$ cat config.mk
export PLATFORM = sky130hd
export DESIGN_NAME = mkmc_ram
export DESIGN_NICKNAME = d
export VERILOG_FILES = /design/src/rtl/mkmc_ram.sv
export SDC_FILE = /design/constraint.sdc
export NUM_CORES = 1
export LEC_CHECK = 0
export ABC_AREA = 1
export BUFFER_PORTS_ARGS = -buffer_cell sky130_fd_sc_hd__buf_2
export CORE_MARGIN = 3
export CORE_UTILIZATION = 65
export CTS_CLUSTER_DIAMETER = 30
export DETAILED_ROUTE_END_ITERATION = 8
export PLACE_DENSITY = 0.92
export SYNTH_ARGS = -nofsm -noshare
export SYNTH_HDL_FRONTEND = slang
export SYNTH_SLANG_ARGS = --single-unit
$ cat constraint.sdc
create_clock -name clk -period 4.5 [get_ports clk]
set_input_delay 0.45 -clock clk [delete_from_list [all_inputs] [get_ports clk]]
set_output_delay 0.45 -clock clk [all_outputs]
set_load 0.1 [all_outputs]
$ cat src/rtl/mkmc_ram.sv
`default_nettype none
module mkmc_ram #(
  parameter int WIDTH = 8,
  parameter int DEPTH = 16
) (
  input  logic                     clk,
  input  logic [$clog2(DEPTH)-1:0] addr,
  input  logic                     we,
  input  logic [WIDTH-1:0]         wdata,
  input  logic                     re,
  output logic [WIDTH-1:0]         rdata
);

  logic [WIDTH-1:0] mem [DEPTH];

  // Read data is registered and holds until the next read.
  always_ff @(posedge clk) begin
    if (we) begin
      mem[addr] <= wdata;
    end
    if (re) begin
      rdata <= mem[addr];
    end
  end

endmodule
`default_nettype wire
==> metrics.txt <==
run status=finished, final reports clean; Die Ht=99.4 µm; final worst path period need=1.99 ns; switching share of power=22.9%; syn nets=563; Worst path slowest cell=nor2_1; Setup WS pre-CTS=2.04 ns; first-pass GRT wire length=18800 µm; worst-path fanout max=66; worst skew pair latency=0.52 ns; Pwr Density=458 nW/µm²; core area=8340 µm²; routed wl met3=1210 µm; H-tree levels=4; routed metal-1 wirelength=4560 µm; Resize count post-CTS=0; I/O pins=23; gpl congestion=0.983; postcts setup bufs=0; Antenna Violating Nets Remaining=0; arrival time at the worst endpoint=2.13 ns; hold crit path type=input port to flip-flop; Overall Global Routing Usage=25.9%; required time worst endpoint=4.64 ns; DIE WIDTH=99.4 µm; largest net degree at the start of global routing=67; Logic pwr share=7.1%; Row Count=33; Worst Tran Pin Value=0.686 ns; Mean Syn Cell Area=10.4 µm²; ANT cells=0; Critical Path Start Type=input port; HPWL Detailed=7430 µm; max cap viols=0; layout cell share with drive strength beyond 1=9.25%; cts bufs inserted=17; Vias=3848; Critical Setup Path Class=input port to flip-flop; slowest stage delay, CP=0.61 ns; final wirelength=12100 µm; register area share after synthesis=72.0%; post-route DRC violation count=0; WL per Instance=17.6 µm; final hold vios=0; commonest non-fill, non-tap cells in the layout=nand2_1 (346), edfxtp_1 (136), buf_2 (22), inv_1 (21), nor2_1 (18); Reg2Reg Depth=8; hold depth=1; most common cell after layout, fill and taps aside=nand2_1; peak supply drop=394 µV; post-synthesis cell count=548; area grow syn2layout=12.3%; DR top layer=met4; max-slew violations=0; cell internal pwr=0.00225 W; Final setup viols=0; Clock Tree Root=clkbuf_8; Final #Nets=586; synthesized area=5670 µm²; critical path capture point type=flip-flop; Fin Setup TNS=0 ns; # port buffers=22; initial antenna violation count=0; clock network fraction of design power=43.6%; clock-pin slew on the worst setup and hold paths=0.06 ns; Iter 0 DRT Violations=374; Starting Density=68.0%; DR WL met2=5950 µm; switching power=0.000667 W; Max Clk Rate=0.503 GHz; Period Utilization, post-route=44.2%; synthesized flop and latch total=136; Yosys cell types=10; grt ovf=0; Cell Chain, Critical Path=buf_2 -> buf_4 -> nand3_1 -> nor2_1; DIE AREA=9880 µm²; Slew HR=54.1%; sequential power share=49.2%; vias in the first global route=3804; unrepaired setup endpoints after global routing=false; LEAKAGE=2.72 nW; CTS hold repair buffers=0; TritonCTS clock tree=done; final worst slack=2.51 ns; Vias/cell=5.58; Clock Tree Buf Depth=2; Yosys Warn Count=0; CTS sink cnt=136; DR pass1 iterations=5; clk_skew=0.00650 ns
registers in the layout (all words and copies together), names as in the netlist:
register  count
mem         128
rdata         8
synthesized netlist by cell type, drive strengths merged:
| master | instances | share of area [%] |
|---|---|---|
| inv | 22 | 1.5 |
| buf | 18 | 1.9 |
| clkbuf | 3 | 0.20 |
| nand3 | 4 | 0.35 |
| edfxtp | 136 | 72 |
| nand2 | 346 | 23 |
| clkinv | 1 | 0.066 |
| nor2 | 18 | 1.2 |
logic make-up (layout without fill, tap and decap cells):
group	Yosys count	in the layout	share of synthesized area, %
buf+inv	44	80	3.57
simple gates	368	368	24.4
flops	136	136	72.0
metrics by stage:
step                      instance area, µm²  util (%)  instances  power, W  hold slack (ns)
final                                   6370      76.4        689   0.00292            0.273
after global routing                    6370      76.4        689   0.00300            0.267
after CTS                               6370      76.4        689   0.00292            0.262
after detailed placement                5820      69.8        657   0.00166            0.783
after global placement                  5820      69.8        657   0.00166            0.772
after floorplan                         5670         -        548   0.00160            0.549
power by group through the flow:
stage	Combinational (W)	Sequential [W]	Clock, W
after floorplan	0.0000978	0.00151	0
after global placement	0.000198	0.00146	0
after detailed placement	0.000203	0.00146	0
after CTS	0.000205	0.00144	0.00128
after global routing	0.000225	0.00144	0.00134
final	0.000207	0.00144	0.00127
routing by layer:
layer	up-vias	track usage, %
met5	-	0
met4	0	13.6
met3	40	7.71
met2	241	40.9
met1	1759	32.7
li1	1808	-
critical path: cells and delay by family:
kind | cells | cell delay [ns]
buf+inv | 2 | 0.63
simple gates | 2 | 1.03
area by class of cell:
class                      count  area (µm²)
inverter                      23        86.3
timing repair buffer          25         133
clock inverter                14         131
clock buffer                  18         418
multi-input combinational    368        1390
fill                         486        1970
sequential                   136        4080
tap                          105         131
worst paths after layout:
kind	startpoint	to	slack [ns]
worst max register to register	mem[4][1]	rdata[1]	3.30
worst max-delay path	addr[0]	mem[5][3]	2.51
worst min register to register	mem[0][6]	rdata[6]	0.80
worst min-delay path	re	rdata[0]	0.27
(Power assumes the default switching activity.)
